**config.mk**
```make
export PLATFORM = sky130hd
export DESIGN_NAME = ble_data_channel_hopper
export DESIGN_NICKNAME = d
export VERILOG_FILES = /design/src/bledch_pkg.sv /design/src/bledch_mod.sv /design/src/bledch_remap_ram.sv /design/src/ble_data_channel_hopper.sv
export SDC_FILE = /design/constraint.sdc
export NUM_CORES = 1
export LEC_CHECK = 0
export BUFFER_PORTS_ARGS = -buffer_cell sky130_fd_sc_hd__buf_2
export CORE_MARGIN = 2
export CORE_UTILIZATION = 46
export CTS_CLUSTER_SIZE = 24
export DETAILED_ROUTE_END_ITERATION = 12
export MAX_ROUTING_LAYER = met4
export SLEW_MARGIN = 20
export SYNTH_ARGS = -nofsm -noshare
export SYNTH_HDL_FRONTEND = slang
export SYNTH_SLANG_ARGS = --single-unit
```
**constraint.sdc**
```tcl
create_clock -name clk_i -period 4.7 [get_ports clk_i]
set_input_delay 1.175 -clock clk_i [delete_from_list [all_inputs] [get_ports clk_i]]
set_output_delay 1.175 -clock clk_i [all_outputs]
set_load 0.02 [all_outputs]
```
**src/bledch_pkg.sv**
```systemverilog
// ----------------------------------------------------------------------------
// bledch_pkg
// Shared constants and types of the data-channel hopper.
// ----------------------------------------------------------------------------
package bledch_pkg;

  // Default number of data channels and the fixed field widths
  localparam int NumDataChannels = 37;
  localparam int MapW            = 37;
  localparam int OpW             = 2;
  localparam int InstW           = 16;
  localparam int ChanW           = 6;
  localparam int FreqW           = 7;
  localparam int HopIncW         = 5;

  // Operation codes
  localparam logic [OpW-1:0] OpStart  = 2'd0;
  localparam logic [OpW-1:0] OpEvent  = 2'd1;
  localparam logic [OpW-1:0] OpUpdate = 2'd2;

  localparam logic [HopIncW-1:0] HopIncReset   = 5'd5;
  localparam logic [InstW-1:0]   InstantWindow = 16'd32767;
  localparam logic [InstW-1:0]   InstantReset  = 16'hFFFF;
  localparam logic [ChanW-1:0]   LowBandLast   = 6'd10;
  localparam logic [FreqW-1:0]   FreqLowBase   = 7'd4;
  localparam logic [FreqW-1:0]   FreqHighBase  = 7'd6;

  // Remainder unit: operands up to 2*64 - 1
  localparam int DivW    = 7;
  localparam int DivCntW = 3;

  typedef struct packed {
    logic            start;
    logic [DivW-1:0] dividend;
    logic [DivW-1:0] divisor;
  } mod_req_t;

  typedef struct packed {
    logic            done;
    logic [DivW-1:0] rem;
  } mod_rsp_t;

endpackage

```
**src/bledch_mod.sv**
```systemverilog
// ----------------------------------------------------------------------------
// bledch_mod
// Restoring remainder unit, one dividend bit per cycle.
// ----------------------------------------------------------------------------
module bledch_mod (
  input  logic                clk_i,
  input  logic                rst_ni,
  input  bledch_pkg::mod_req_t req_i,
  output bledch_pkg::mod_rsp_t rsp_o
);

  logic [bledch_pkg::DivW-1:0]    dvd_q;
  logic [bledch_pkg::DivW-1:0]    dsr_q;
  logic [bledch_pkg::DivW-1:0]    rem_q;
  logic [bledch_pkg::DivCntW-1:0] cnt_q;
  logic                           busy_q;
  logic                           done_q;
  logic [bledch_pkg::DivW-1:0]    trial;

  // remainder stays below the divisor (at most 64), so one shift fits
  assign trial = {rem_q[bledch_pkg::DivW-2:0], dvd_q[bledch_pkg::DivW-1]};

  always_ff @(posedge clk_i or negedge rst_ni) begin
    if (!rst_ni) begin
      busy_q <= 1'b0;
      done_q <= 1'b0;
      cnt_q  <= '0;
    end else if (req_i.start) begin
      busy_q <= 1'b1;
      done_q <= 1'b0;
      cnt_q  <= '0;
    end else if (busy_q) begin
      cnt_q <= cnt_q + 1'b1;
      if (cnt_q == bledch_pkg::DivCntW'(bledch_pkg::DivW - 1)) begin
        busy_q <= 1'b0;
        done_q <= 1'b1;
      end
    end else begin
      done_q <= 1'b0;
    end
  end

  always_ff @(posedge clk_i) begin
    if (req_i.start) begin
      dvd_q <= req_i.dividend;
      dsr_q <= req_i.divisor;
      rem_q <= '0;
    end else if (busy_q) begin
      dvd_q <= {dvd_q[bledch_pkg::DivW-2:0], 1'b0};
      rem_q <= (trial >= dsr_q) ? trial - dsr_q : trial;
    end
  end

  assign rsp_o.done = done_q;
  assign rsp_o.rem  = rem_q;

endmodule

```
**src/bledch_remap_ram.sv**
```systemverilog
// ----------------------------------------------------------------------------
// bledch_remap_ram
// Remap table: one write port, one read port, registered read data.
// ----------------------------------------------------------------------------
module bledch_remap_ram #(
  parameter int Depth = bledch_pkg::NumDataChannels,
  parameter int AddrW = $clog2(Depth)
) (
  input  logic                         clk_i,
  input  logic                         we_i,
  input  logic [AddrW-1:0]             waddr_i,
  input  logic [bledch_pkg::ChanW-1:0] wdata_i,
  input  logic [AddrW-1:0]             raddr_i,
  output logic [bledch_pkg::ChanW-1:0] rdata_o
);

  logic [bledch_pkg::ChanW-1:0] mem [Depth];
  logic [bledch_pkg::ChanW-1:0] rdata_q;

  always_ff @(posedge clk_i) begin
    if (we_i) begin
      mem[waddr_i] <= wdata_i;
    end
    rdata_q <= mem[raddr_i];
  end

  assign rdata_o = rdata_q;

endmodule

```
**src/ble_data_channel_hopper.sv**
```systemverilog
// ----------------------------------------------------------------------------
// ble_data_channel_hopper
// Link-layer data-channel hopping, selection algorithm 1.
// ----------------------------------------------------------------------------
// Usage:
//   Input channel (in_valid_i/in_ready_o) takes one beat per command: start,
//   connection event tick or channel map update. Start and the hop half of an
//   event tick give one result beat on the output channel
//   (out_valid_o/out_ready_i); check ticks, updates and code 3 give none.
//   The config channel writes hop_increment and is always ready. The user
//   must see that it is only written while the block is idle; the block
//   does not enforce this.
// Flow:
//   One command at a time. From acceptance to the output register a hop
//   steps the unmapped channel and, when that channel is unused and the map
//   is not empty, runs the remainder unit by the used count, then a remap
//   table read. The step mod NUM_DATA_CHANNELS is a repeated compare and
//   subtract (at most one subtraction at the default 37). A command that
//   loads a map first rebuilds the remap table, one channel per cycle.
// Reset:
//   Empty map, counter 0, no pending update, hop_increment 5. The remap table
//   is not cleared: only entries below the used count are ever read.
// Stall:
//   The result sits in an output register; a new command is taken meanwhile,
//   and a following hop waits in its final step until the register frees.
// ----------------------------------------------------------------------------
module ble_data_channel_hopper #(
  parameter int NUM_DATA_CHANNELS = bledch_pkg::NumDataChannels
) (
  input  logic                           clk_i,
  input  logic                           rst_ni,
  // config write channel
  input  logic                           cfg_valid_i,
  output logic                           cfg_ready_o,
  input  logic [bledch_pkg::HopIncW-1:0] cfg_hop_increment_i,
  // command channel
  input  logic                           in_valid_i,
  output logic                           in_ready_o,
  input  logic [bledch_pkg::OpW-1:0]     operation_i,
  input  logic [bledch_pkg::MapW-1:0]    channel_map_i,
  input  logic [bledch_pkg::InstW-1:0]   instant_i,
  // result channel
  output logic                           out_valid_o,
  input  logic                           out_ready_i,
  output logic [bledch_pkg::ChanW-1:0]   channel_o,
  output logic [bledch_pkg::FreqW-1:0]   frequency_offset_o,
  output logic [bledch_pkg::InstW-1:0]   event_count_o,
  output logic                           map_empty_o
);

  localparam int N        = NUM_DATA_CHANNELS;
  localparam int IdxW     = $clog2(N);
  localparam int UsedW    = $clog2(N + 1);
  localparam int MapWideW = (N > bledch_pkg::MapW) ? N : bledch_pkg::MapW;
  localparam int MapPadW  = 1 << IdxW;

  typedef enum logic [2:0] {
    S_IDLE,
    S_BUILD,
    S_HOP_START,
    S_HOP_U,
    S_HOP_R,
    S_HOP_RD,
    S_EMIT
  } state_e;

  state_e                          state_q;
  logic [bledch_pkg::HopIncW-1:0]  hop_inc_q;
  logic [IdxW-1:0]                 unmapped_q;
  logic [N-1:0]                    active_map_q;
  logic [UsedW-1:0]                used_q;
  logic [N-1:0]                    pend_map_q;
  logic [bledch_pkg::InstW-1:0]    pend_inst_q;
  logic                            pend_valid_q;
  logic [bledch_pkg::InstW-1:0]    event_cnt_q;
  logic                            check_q;
  logic                            hop_after_q;
  logic [IdxW-1:0]                 build_idx_q;
  logic [bledch_pkg::ChanW-1:0]    ch_q;
  logic                            empty_q;
  logic [bledch_pkg::DivW-1:0]     sum_q;

  logic                            out_valid_q;
  logic [bledch_pkg::ChanW-1:0]    out_ch_q;
  logic [bledch_pkg::FreqW-1:0]    out_freq_q;
  logic [bledch_pkg::InstW-1:0]    out_cnt_q;
  logic                            out_empty_q;

  logic [MapWideW-1:0]             map_wide;
  logic [N-1:0]                    map_in;
  logic [MapPadW-1:0]              map_pad;
  logic [bledch_pkg::InstW-1:0]    inst_diff;
  logic [bledch_pkg::DivW-1:0]     hop_sum;
  logic                            sum_lt_n;
  logic [IdxW-1:0]                 u_idx;
  logic [IdxW-1:0]                 rem_idx;
  logic                            need_remap;
  logic                            out_free;
  logic [bledch_pkg::FreqW-1:0]    freq;
  logic                            ram_we;
  logic [bledch_pkg::ChanW-1:0]    ram_rdata;
  bledch_pkg::mod_req_t            mod_req;
  bledch_pkg::mod_rsp_t            mod_rsp;

  // map bits at or above the channel count are dropped
  assign map_wide  = MapWideW'(channel_map_i);
  assign map_in    = map_wide[N-1:0];
  // map padded to the full index range, so any index reads in bounds
  assign map_pad   = MapPadW'(active_map_q);
  assign inst_diff = instant_i - event_cnt_q;
  assign hop_sum   = bledch_pkg::DivW'(unmapped_q) + bledch_pkg::DivW'(hop_inc_q);
  // step mod N: sum_q is reduced by N per cycle until it drops below N
  assign sum_lt_n  = (sum_q < bledch_pkg::DivW'(N));
  assign u_idx     = sum_q[IdxW-1:0];
  assign rem_idx   = mod_rsp.rem[IdxW-1:0];
  assign need_remap = !map_pad[u_idx] && (used_q != '0);
  assign out_free  = !out_valid_q || out_ready_i;

  // 4 + 2ch in the low band, 6 + 2ch above; wraps to 7 bits
  assign freq = (ch_q <= bledch_pkg::LowBandLast)
              ? {ch_q, 1'b0} + bledch_pkg::FreqLowBase
              : {ch_q, 1'b0} + bledch_pkg::FreqHighBase;

  // Remainder unit only serves u mod used count
  assign mod_req.start    = (state_q == S_HOP_U) && sum_lt_n && need_remap;
  assign mod_req.dividend = sum_q;
  assign mod_req.divisor  = bledch_pkg::DivW'(used_q);

  assign ram_we = (state_q == S_BUILD) && active_map_q[build_idx_q];

  bledch_mod u_mod (
    .clk_i  (clk_i),
    .rst_ni (rst_ni),
    .req_i  (mod_req),
    .rsp_o  (mod_rsp)
  );

  bledch_remap_ram #(
    .Depth (N),
    .AddrW (IdxW)
  ) u_remap_ram (
    .clk_i   (clk_i),
    .we_i    (ram_we),
    .waddr_i (used_q[IdxW-1:0]),
    .wdata_i (bledch_pkg::ChanW'(build_idx_q)),
    .raddr_i (rem_idx),
    .rdata_o (ram_rdata)
  );

  // config register
  always_ff @(posedge clk_i or negedge rst_ni) begin
    if (!rst_ni) begin
      hop_inc_q <= bledch_pkg::HopIncReset;
    end else if (cfg_valid_i) begin
      hop_inc_q <= cfg_hop_increment_i;
    end
  end

  // control and state
  always_ff @(posedge clk_i or negedge rst_ni) begin
    if (!rst_ni) begin
      state_q      <= S_IDLE;
      unmapped_q   <= '0;
      active_map_q <= '0;
      used_q       <= '0;
      pend_map_q   <= '0;
      pend_inst_q  <= bledch_pkg::InstantReset;
      pend_valid_q <= 1'b0;
      event_cnt_q  <= '0;
      check_q      <= 1'b0;
      hop_after_q  <= 1'b0;
      build_idx_q  <= '0;
      ch_q         <= '0;
      empty_q      <= 1'b0;
      sum_q        <= '0;
      out_valid_q  <= 1'b0;
    end else begin
      // a result leaving while the next one is loaded stays valid
      if (out_valid_q && out_ready_i && (state_q != S_EMIT)) begin
        out_valid_q <= 1'b0;
      end
      unique case (state_q)
        S_IDLE: begin
          if (in_valid_i) begin
            build_idx_q <= '0;
            unique case (operation_i)
              bledch_pkg::OpStart: begin
                active_map_q <= map_in;
                used_q       <= '0;
                unmapped_q   <= '0;
                event_cnt_q  <= '0;
                pend_valid_q <= 1'b0;
                pend_map_q   <= '0;
                pend_inst_q  <= bledch_pkg::InstantReset;
                check_q      <= 1'b0;
                hop_after_q  <= 1'b1;
                state_q      <= S_BUILD;
              end
              bledch_pkg::OpEvent: begin
                if (!check_q) begin
                  event_cnt_q <= event_cnt_q + 1'b1;
                  check_q     <= 1'b1;
                  state_q     <= S_HOP_START;
                end else begin
                  check_q <= 1'b0;
                  if (pend_valid_q && event_cnt_q == pend_inst_q) begin
                    active_map_q <= pend_map_q;
                    used_q       <= '0;
                    pend_valid_q <= 1'b0;
                    hop_after_q  <= 1'b0;
                    state_q      <= S_BUILD;
                  end
                end
              end
              bledch_pkg::OpUpdate: begin
                if (inst_diff < bledch_pkg::InstantWindow) begin
                  pend_map_q   <= map_in;
                  pend_inst_q  <= instant_i;
                  pend_valid_q <= 1'b1;
                end else begin
                  active_map_q <= map_in;
                  used_q       <= '0;
                  pend_valid_q <= 1'b0;
                  hop_after_q  <= 1'b0;
                  state_q      <= S_BUILD;
                end
              end
              default: begin
              end
            endcase
          end
        end
        S_BUILD: begin
          if (active_map_q[build_idx_q]) begin
            used_q <= used_q + 1'b1;
          end
          build_idx_q <= build_idx_q + 1'b1;
          if (build_idx_q == IdxW'(N - 1)) begin
            state_q <= hop_after_q ? S_HOP_START : S_IDLE;
          end
        end
        S_HOP_START: begin
          sum_q   <= hop_sum;
          state_q <= S_HOP_U;
        end
        S_HOP_U: begin
          if (!sum_lt_n) begin
            sum_q <= sum_q - bledch_pkg::DivW'(N);
          end else begin
            unmapped_q <= u_idx;
            if (map_pad[u_idx]) begin
              ch_q    <= bledch_pkg::ChanW'(u_idx);
              empty_q <= 1'b0;
              state_q <= S_EMIT;
            end else if (used_q == '0) begin
              ch_q    <= '0;
              empty_q <= 1'b1;
              state_q <= S_EMIT;
            end else begin
              state_q <= S_HOP_R;
            end
          end
        end
        S_HOP_R: begin
          if (mod_rsp.done) begin
            state_q <= S_HOP_RD;
          end
        end
        S_HOP_RD: begin
          ch_q    <= ram_rdata;
          empty_q <= 1'b0;
          state_q <= S_EMIT;
        end
        S_EMIT: begin
          if (out_free) begin
            out_valid_q <= 1'b1;
            state_q     <= S_IDLE;
          end
        end
        default: begin
          state_q <= S_IDLE;
        end
      endcase
    end
  end

  // result payload
  always_ff @(posedge clk_i) begin
    if (state_q == S_EMIT && out_free) begin
      out_ch_q    <= ch_q;
      out_freq_q  <= freq;
      out_cnt_q   <= event_cnt_q;
      out_empty_q <= empty_q;
    end
  end

  assign cfg_ready_o        = 1'b1;
  assign in_ready_o         = (state_q == S_IDLE);
  assign out_valid_o        = out_valid_q;
  assign channel_o          = out_ch_q;
  assign frequency_offset_o = out_freq_q;
  assign event_count_o      = out_cnt_q;
  assign map_empty_o        = out_empty_q;

  // remainder results only land while a remap waits on them
  a_mod_done_in_hop : assert property (@(posedge clk_i) disable iff (!rst_ni)
    mod_rsp.done |-> (state_q == S_HOP_R))
    else $error("remainder result outside a hop");

  // used count never exceeds the channel count
  a_used_bound : assert property (@(posedge clk_i) disable iff (!rst_ni)
    used_q <= UsedW'(N))
    else $error("used channel count out of range");

  // an empty map always reports channel 0 at the base offset
  a_empty_chan : assert property (@(posedge clk_i) disable iff (!rst_ni)
    (out_valid_o && map_empty_o) |->
      (channel_o == '0 && frequency_offset_o == bledch_pkg::FreqLowBase))
    else $error("empty map with non-zero channel");

  // a selected channel is always a real data channel
  a_chan_range : assert property (@(posedge clk_i) disable iff (!rst_ni)
    out_valid_o |-> (int'(channel_o) < N))
    else $error("channel beyond channel count");

endmodule

```
# ---- Word level (Yosys, flattened, before mapping)
# Memory sizes are Yosys's and may differ from the RTL's. A register that Yosys moved wholly into a read port is not among the register bits.
# Cells that the tools add are included.
dict set report classes {
  add_sub_neg 10
  order_cmp 6
  eq_ne 32
  n_mux 75
  n_reduce_logical 34
}
# operator n
set op_table {}
lappend op_table {{37-bit two-way mux} 4}
lappend op_table {{37-bit case mux with 3 select lines} 1}
lappend op_table {{6-bit two-way mux} 13}
lappend op_table {{37-bit case mux with 2 select lines} 1}
lappend op_table {{16-bit case mux with 2 select lines} 2}
lappend op_table {{6-bit case mux with 2 select lines} 4}
lappend op_table {{16-bit two-way mux} 2}
lappend op_table {{3-bit two-way mux} 10}
lappend op_table {{7-bit two-way mux} 4}
lappend op_table {{1-bit two-way mux} 21}
lappend op_table {{3-bit case mux with 7 select lines} 1}
lappend op_table {{2-bit inequality test, second input constant} 9}
lappend op_table {{6-bit case mux with 3 select lines} 1}
lappend op_table {{16-bit by 1-bit adder with 16-bit output, second input constant} 1}
lappend op_table {{16-bit == test} 1}
lappend op_table {{16-bit by 15-bit less-than comparator with 1-bit output, second input constant} 1}
lappend op_table {{16-bit subtractor} 1}
lappend op_table {{3-bit inequality test, second input constant} 5}
lappend op_table {{7-bit by 3-bit adder with 7-bit output, second input constant} 2}
lappend op_table {{6-bit by 7-bit less-than comparator with 1-bit output, second input constant} 2}
lappend op_table {{7-bit case mux with 2 select lines} 1}
lappend op_table {{2-bit nonzero test} 7}
lappend op_table {{6-bit by 1-bit adder with 6-bit output, second input constant} 2}
lappend op_table {{1-bit binary-select mux with 6-bit select} 2}
lappend op_table {{other kinds (36)} 59}
dict set report totals {
  regBits 204
  ramBits 222
  in_bits 65
  out_inout_bits 33
  word_cells 184
  memories 1
}
# name words width rd rd_clocked_by_memory_dff write_ports line_no
set mem_list {}
lappend mem_list {u_remap_ram.mem 37 6 1 1 1 bledch_remap_ram.sv:17} ;# logic [bledch_pkg::ChanW-1:0] mem [Depth];

# ---- Logic depth before layout (Yosys ltp)
dict set report depth {
  ltp_word 7
  ltp_mapped 14
  ltp_nobuf 12
}

# ---- Cells and area by module
# Synthesis repeated with hierarchy kept, for this count alone.
dict set report unflattened {
  hier_cells 1683
  hier_area_um2 20920.1
}
# mod instances cells_per_inst area_each_um2 seq_area_each_um2
set by_module_without_submodules {}
lappend by_module_without_submodules {ble_data_channel_hopper 1 1042 10402.5 4647.0}
lappend by_module_without_submodules {bledch_remap_ram 1 505 9081.2 6786.5}
lappend by_module_without_submodules {bledch_mod 1 136 1436.4 685.7}

# ---- Worst setup path before layout
# Ideal clock, no wire load.
dict set report synth_timing {
  kind {input port to flip-flop}
  startpoint {in instant_i[0] in the netlist's numbering}
  endpoint {reg active_map_q[0]}
  setup_ps 125
  arrival_ps 3997
  required_ps 4575
  path_slack_ps 578
  cell_stages 13
  path_buffers 1
  path_cell_list {inv_1 -> ha_1 -> fa_1 -> xor2_1 -> a2111oi_2 -> o21ai_1 -> a2111oi_0 -> nand4_1 -> nor4_2 -> a211oi_2 -> nor2_4 -> buf_4 -> mux2_2}
}
dict set report synth_via {
  elab_chain_len 4
}
# item line_no
set synth_rtl {}
lappend synth_rtl {{from (decl)} ble_data_channel_hopper.sv:41} ;# input logic [bledch_pkg::InstW-1:0] instant_i,
lappend synth_rtl {{16-bit subtractor} ble_data_channel_hopper.sv:110} ;# assign inst_diff = instant_i - event_cnt_q;
lappend synth_rtl {{16-bit by 15-bit less-than comparator with 1-bit output} ble_data_channel_hopper.sv:216} ;# if (inst_diff < bledch_pkg::InstantWindow) begin
lappend synth_rtl {{2-bit inequality test (no line)} -}
lappend synth_rtl {{6-bit AND reduction (no line)} -}
lappend synth_rtl {{to (signal assigned)} ble_data_channel_hopper.sv:188} ;# active_map_q <= map_in;
lappend synth_rtl {{to (signal assigned)} ble_data_channel_hopper.sv:207} ;# active_map_q <= pend_map_q;
lappend synth_rtl {{to (signal assigned)} ble_data_channel_hopper.sv:221} ;# active_map_q <= map_in;
lappend synth_rtl {{to (decl)} ble_data_channel_hopper.sv:70} ;# logic [N-1:0] active_map_q;
# Every way passes these cells.
# A chain may end at the register's enable or synchronous reset.

# ---- Final worst setup path
dict set report layout_timing {
  startpoint {reg sum_q[0] in the netlist's numbering}
  endpoint {reg u_mod.dvd_q[5] in the netlist's numbering, data pin}
}
dict set report layout_via {
  elab_chain_len 6
  word_cells_on_any_way 8
  cone_classes {order compare (1); mux (3); reduce/logical (4)}
}
# item line_no
set layout_rtl {}
lappend layout_rtl {{from (decl)} ble_data_channel_hopper.sv:81} ;# logic [bledch_pkg::DivW-1:0] sum_q;
lappend layout_rtl {{from (signal assigned)} ble_data_channel_hopper.sv:243} ;# sum_q <= hop_sum;
lappend layout_rtl {{from (signal assigned)} ble_data_channel_hopper.sv:248} ;# sum_q <= sum_q - bledch_pkg::DivW'(N);
lappend layout_rtl {{1-bit binary-select mux with 6-bit select} ble_data_channel_hopper.sv:116} ;# assign need_remap = !map_pad[u_idx] && (used_q != '0);
lappend layout_rtl {{1-bit two-way mux (implied by the code)} ble_data_channel_hopper.sv:116}
lappend layout_rtl {{1-bit logical NOT} ble_data_channel_hopper.sv:116}
lappend layout_rtl {{1-bit logical AND} ble_data_channel_hopper.sv:116}
lappend layout_rtl {{1-bit logical AND (*)} ble_data_channel_hopper.sv:125} ;# assign mod_req.start = (state_q == S_HOP_U) && sum_lt_n && need_remap;
lappend layout_rtl {{7-bit two-way mux (*)} bledch_mod.sv:44} ;# if (req_i.start) begin
lappend layout_rtl {{to (signal assigned)} bledch_mod.sv:45} ;# dvd_q <= req_i.dividend;
lappend layout_rtl {{to (signal assigned)} bledch_mod.sv:49} ;# dvd_q <= {dvd_q[bledch_pkg::DivW-2:0], 1'b0};
lappend layout_rtl {{to (decl)} bledch_mod.sv:12} ;# logic [bledch_pkg::DivW-1:0] dvd_q;
# Mark *: on every way between the ends. The rest lies on a longest branch, timed or not. The select of a mux whose other input is x is not followed.

==> run metrics <==
status finished, final reports clean; hold buffers post-CTS 0; CTS Sinks 431; Clock power frac 27.0%; cell count after synthesis 1467; # H-tree levels 2; row count 76; sequential power share 42.4%; Mapped Area 20000 sq um; vias in the first global route 12.4k; Post-Syn Area per Cell 13.6 sq um; initial antenna violation count 2; Final setup viols 0; pwr/cell area 593 nW/um^2; FF-to-FF path depth 7; Setup Fix Bufs, Post-CTS 0; worst path bufs/invs 0; dpl cells 2092; CP startpoint sum_q[0]$_DFFE_PN0P_; Post-DRT Antenna Nets 0; layout cells sized above 1 25.6%; number of flops mapped to enable cells by yosys 264; critical path arrival 4.30 ns; Die W 213 um; DIE AREA 45200 sq um; Max FO, Critical Path 11; switching power 4.40 mW; Comb power frac 30.6%; syn_nets 1578; Nets 1666; grt total ovfl 0; WL/cell 21.3 um; path category of the worst min-delay check flip-flop to flip-flop; clock skew 0.0182 ns; Worst slew margin 23.6%; Hold Path Depth 0; worst r2r src sum_q[0]$_DFFE_PN0P_; Sw Ratio 32.8%; RePlAce Congestion 0.851; initial core utilization 46.6%; fraction of registers with async set/reset 36.0%; placed wire-length estimate 31000 um; clk_lat worst skew 0.58 ns; Core Box Area 43000 sq um; MaxCap Viol Count 0; Final Hold Viols 0; most used cell, CP mux4_2; LEAKAGE 8.48 nW; PostCTS Resize Cnt 0; startpoint types flip-flop; post-synth top area share 39.6%; fmax 0.251 GHz; most used flip-flop cell after synthesis edfxtp_1; Fin Setup TNS 0 ns; RSZ-0062 raised after global routing no; Period minus WS final 3.98 ns; Vias/cell 5.73; worst-margin pin slew 1.14 ns; cell taking the most area after synthesis edfxtp_1; Die Span Y 213 um; drc violations 0; IO Pins 98; crit path cell chain mux4_2 > mux4_2 > nor3b_1 > a211o_1 > a31oi_1 > and2_1 > mux2_2; Commonest cells post-synth edfxtp_1, dfrtp_1, o21ai_0; DR iter-0 viols 904; drt pass-1 iters 6; Ys Warns 0; Worst R2R End u_mod.dvd_q[5]$_DFFE_PP_; number of distinct library cells after synthesis 70; R2R Setup Slk 0.72 ns; Internal 9.03 mW; register area share after synthesis 60.3%; most numerous cell in the Yosys netlist edfxtp_1; drt total wl 46500 um; period utilisation layout 84.6%; maximum vdd drop 0.326 mV; Slew Viols, Final 0; first-pass GRT wire length 73400 um; Root Driver clkbuf_16; total of flip-flops plus latches after synthesis 431; slowest cell delay on critical path 0.78 ns; clk buf depth 3; Total GRT Usage 21.9%; CTS buffer count 46; Critical Path Sink u_mod.dvd_q[5]$_DFFE_PP_; via count 12.5k; pin count of the biggest net entering global routing 83; post-route insts no fill 2176; Crit Path Category flip-flop to flip-flop; Top Family by Delay on Critical Path multiplexers; slowest CP cell dfrtp_1; port bufs 95; area grow syn2layout 13.2%; Setup crit end kind flip-flop; Critical Path RT 5.02 ns; Worst-path clk slew 0.06 ns; ranking of synthesized cells by area edfxtp_1, dfrtp_1, mux4_2, mux2_2, o21ai_0; Critical Path Stages 7; CTS tree yes
final cells by class:
cell class | count | area [sq um]
inverters | 56 | 210
flip-flops and latches | 431 | 12100
diodes | 1 | 2.50
multi-input cells | 895 | 7380
repair buffers | 125 | 757
fillers | 3674 | 20300
clock inverters | 21 | 221
clock buffers | 62 | 1280
well taps | 585 | 732
worst min path at each step:
stage,from,endpoint,slack (ns)
2_1_floorplan,used_q[3]$_DFFE_PN0P_,u_mod.dsr_q[3]$_DFFE_PP_,0.42
3_3_place_gp,empty_q$_DFFE_PN0P_,map_empty_o$_DFFE_PP_,0.44
3_5_place_dp,empty_q$_DFFE_PN0P_,map_empty_o$_DFFE_PP_,0.44
4_1_cts,empty_q$_DFFE_PN0P_,map_empty_o$_DFFE_PP_,0.46
5_1_grt,empty_q$_DFFE_PN0P_,map_empty_o$_DFFE_PP_,0.49
6_report,empty_q$_DFFE_PN0P_,map_empty_o$_DFFE_PP_,0.46
registers in the layout, indices dropped and copies added (netlist names), 7 cells and up:
name,count
pend_inst_q,16
sum_q,7
u_remap_ram.mem,222
u_mod.dvd_q,7
active_map_q,37
event_cnt_q,16
event_count_o,16
pend_map_q,37
per-stage QoR:
stage	hold WS [ns]	worst slack (ns)	cell area (sq um)	util, %	total power, mW
2_1_floorplan	0.420	0.578	20000	-	8.54
3_3_place_gp	0.436	0.241	21200	49.2	9.80
3_5_place_dp	0.444	0.175	21200	49.2	9.90
4_1_cts	0.457	0.649	22700	52.7	13.5
5_1_grt	0.489	0.501	22700	52.7	14.2
6_report	0.457	0.722	22700	52.7	13.4
logic make-up (layout without fill, tap and decap cells):
| logic type | after synthesis | count (layout) | share of synthesized area [%] |
|---|---|---|---|
| other | 2 | 3 | 0.0375 |
| adder cells (fa/ha/maj) | 46 | 46 | 2.99 |
| AO/OA/AOI/OAI | 287 | 287 | 8.77 |
| buffers and inverters | 141 | 264 | 2.95 |
| multiplexers | 189 | 189 | 15.2 |
| flip-flops | 431 | 431 | 60.3 |
| AND/OR/NAND/NOR | 333 | 333 | 8.11 |
| XOR/XNOR | 38 | 38 | 1.66 |
cells in the final DEF (no fill, tap or decap), types with 22 or more instances in the layout:
cell type,netlist,layout
nand2_1,63,63
ha_1,43,42
dfrtp_1,137,135
inv_1,56,56
nand3_1,64,64
nor3_1,24,23
buf_2,10,94
clkbuf_16,0,47
mux4_2,83,83
edfxtp_1,264,264
o21ai_0,137,137
xnor2_1,22,22
a21oi_1,45,45
mux2_2,90,90
nor2_1,92,91
buf_4,9,26
power groups by stage:
stage                     logic [mW]  clock network, mW  registers, mW
after global placement          4.04                  0           5.76
after global routing            4.51               3.83           5.83
after detailed placement        4.11                  0           5.79
after floorplan                 3.12                  0           5.43
after CTS                       4.13               3.69           5.72
final                           4.11               3.62           5.70
routing by layer:
metal	routed length (um)	global-route usage (%)	vias up	share of wire, %
li1	-	-	5748	-
met5	0	-	-	0
met2	21800	32.8	362	47
met1	21600	32.4	6305	46
met4	705	5.14	0	1.5
met3	2350	2.45	48	5.1
Power figures use the tool's default switching activity.
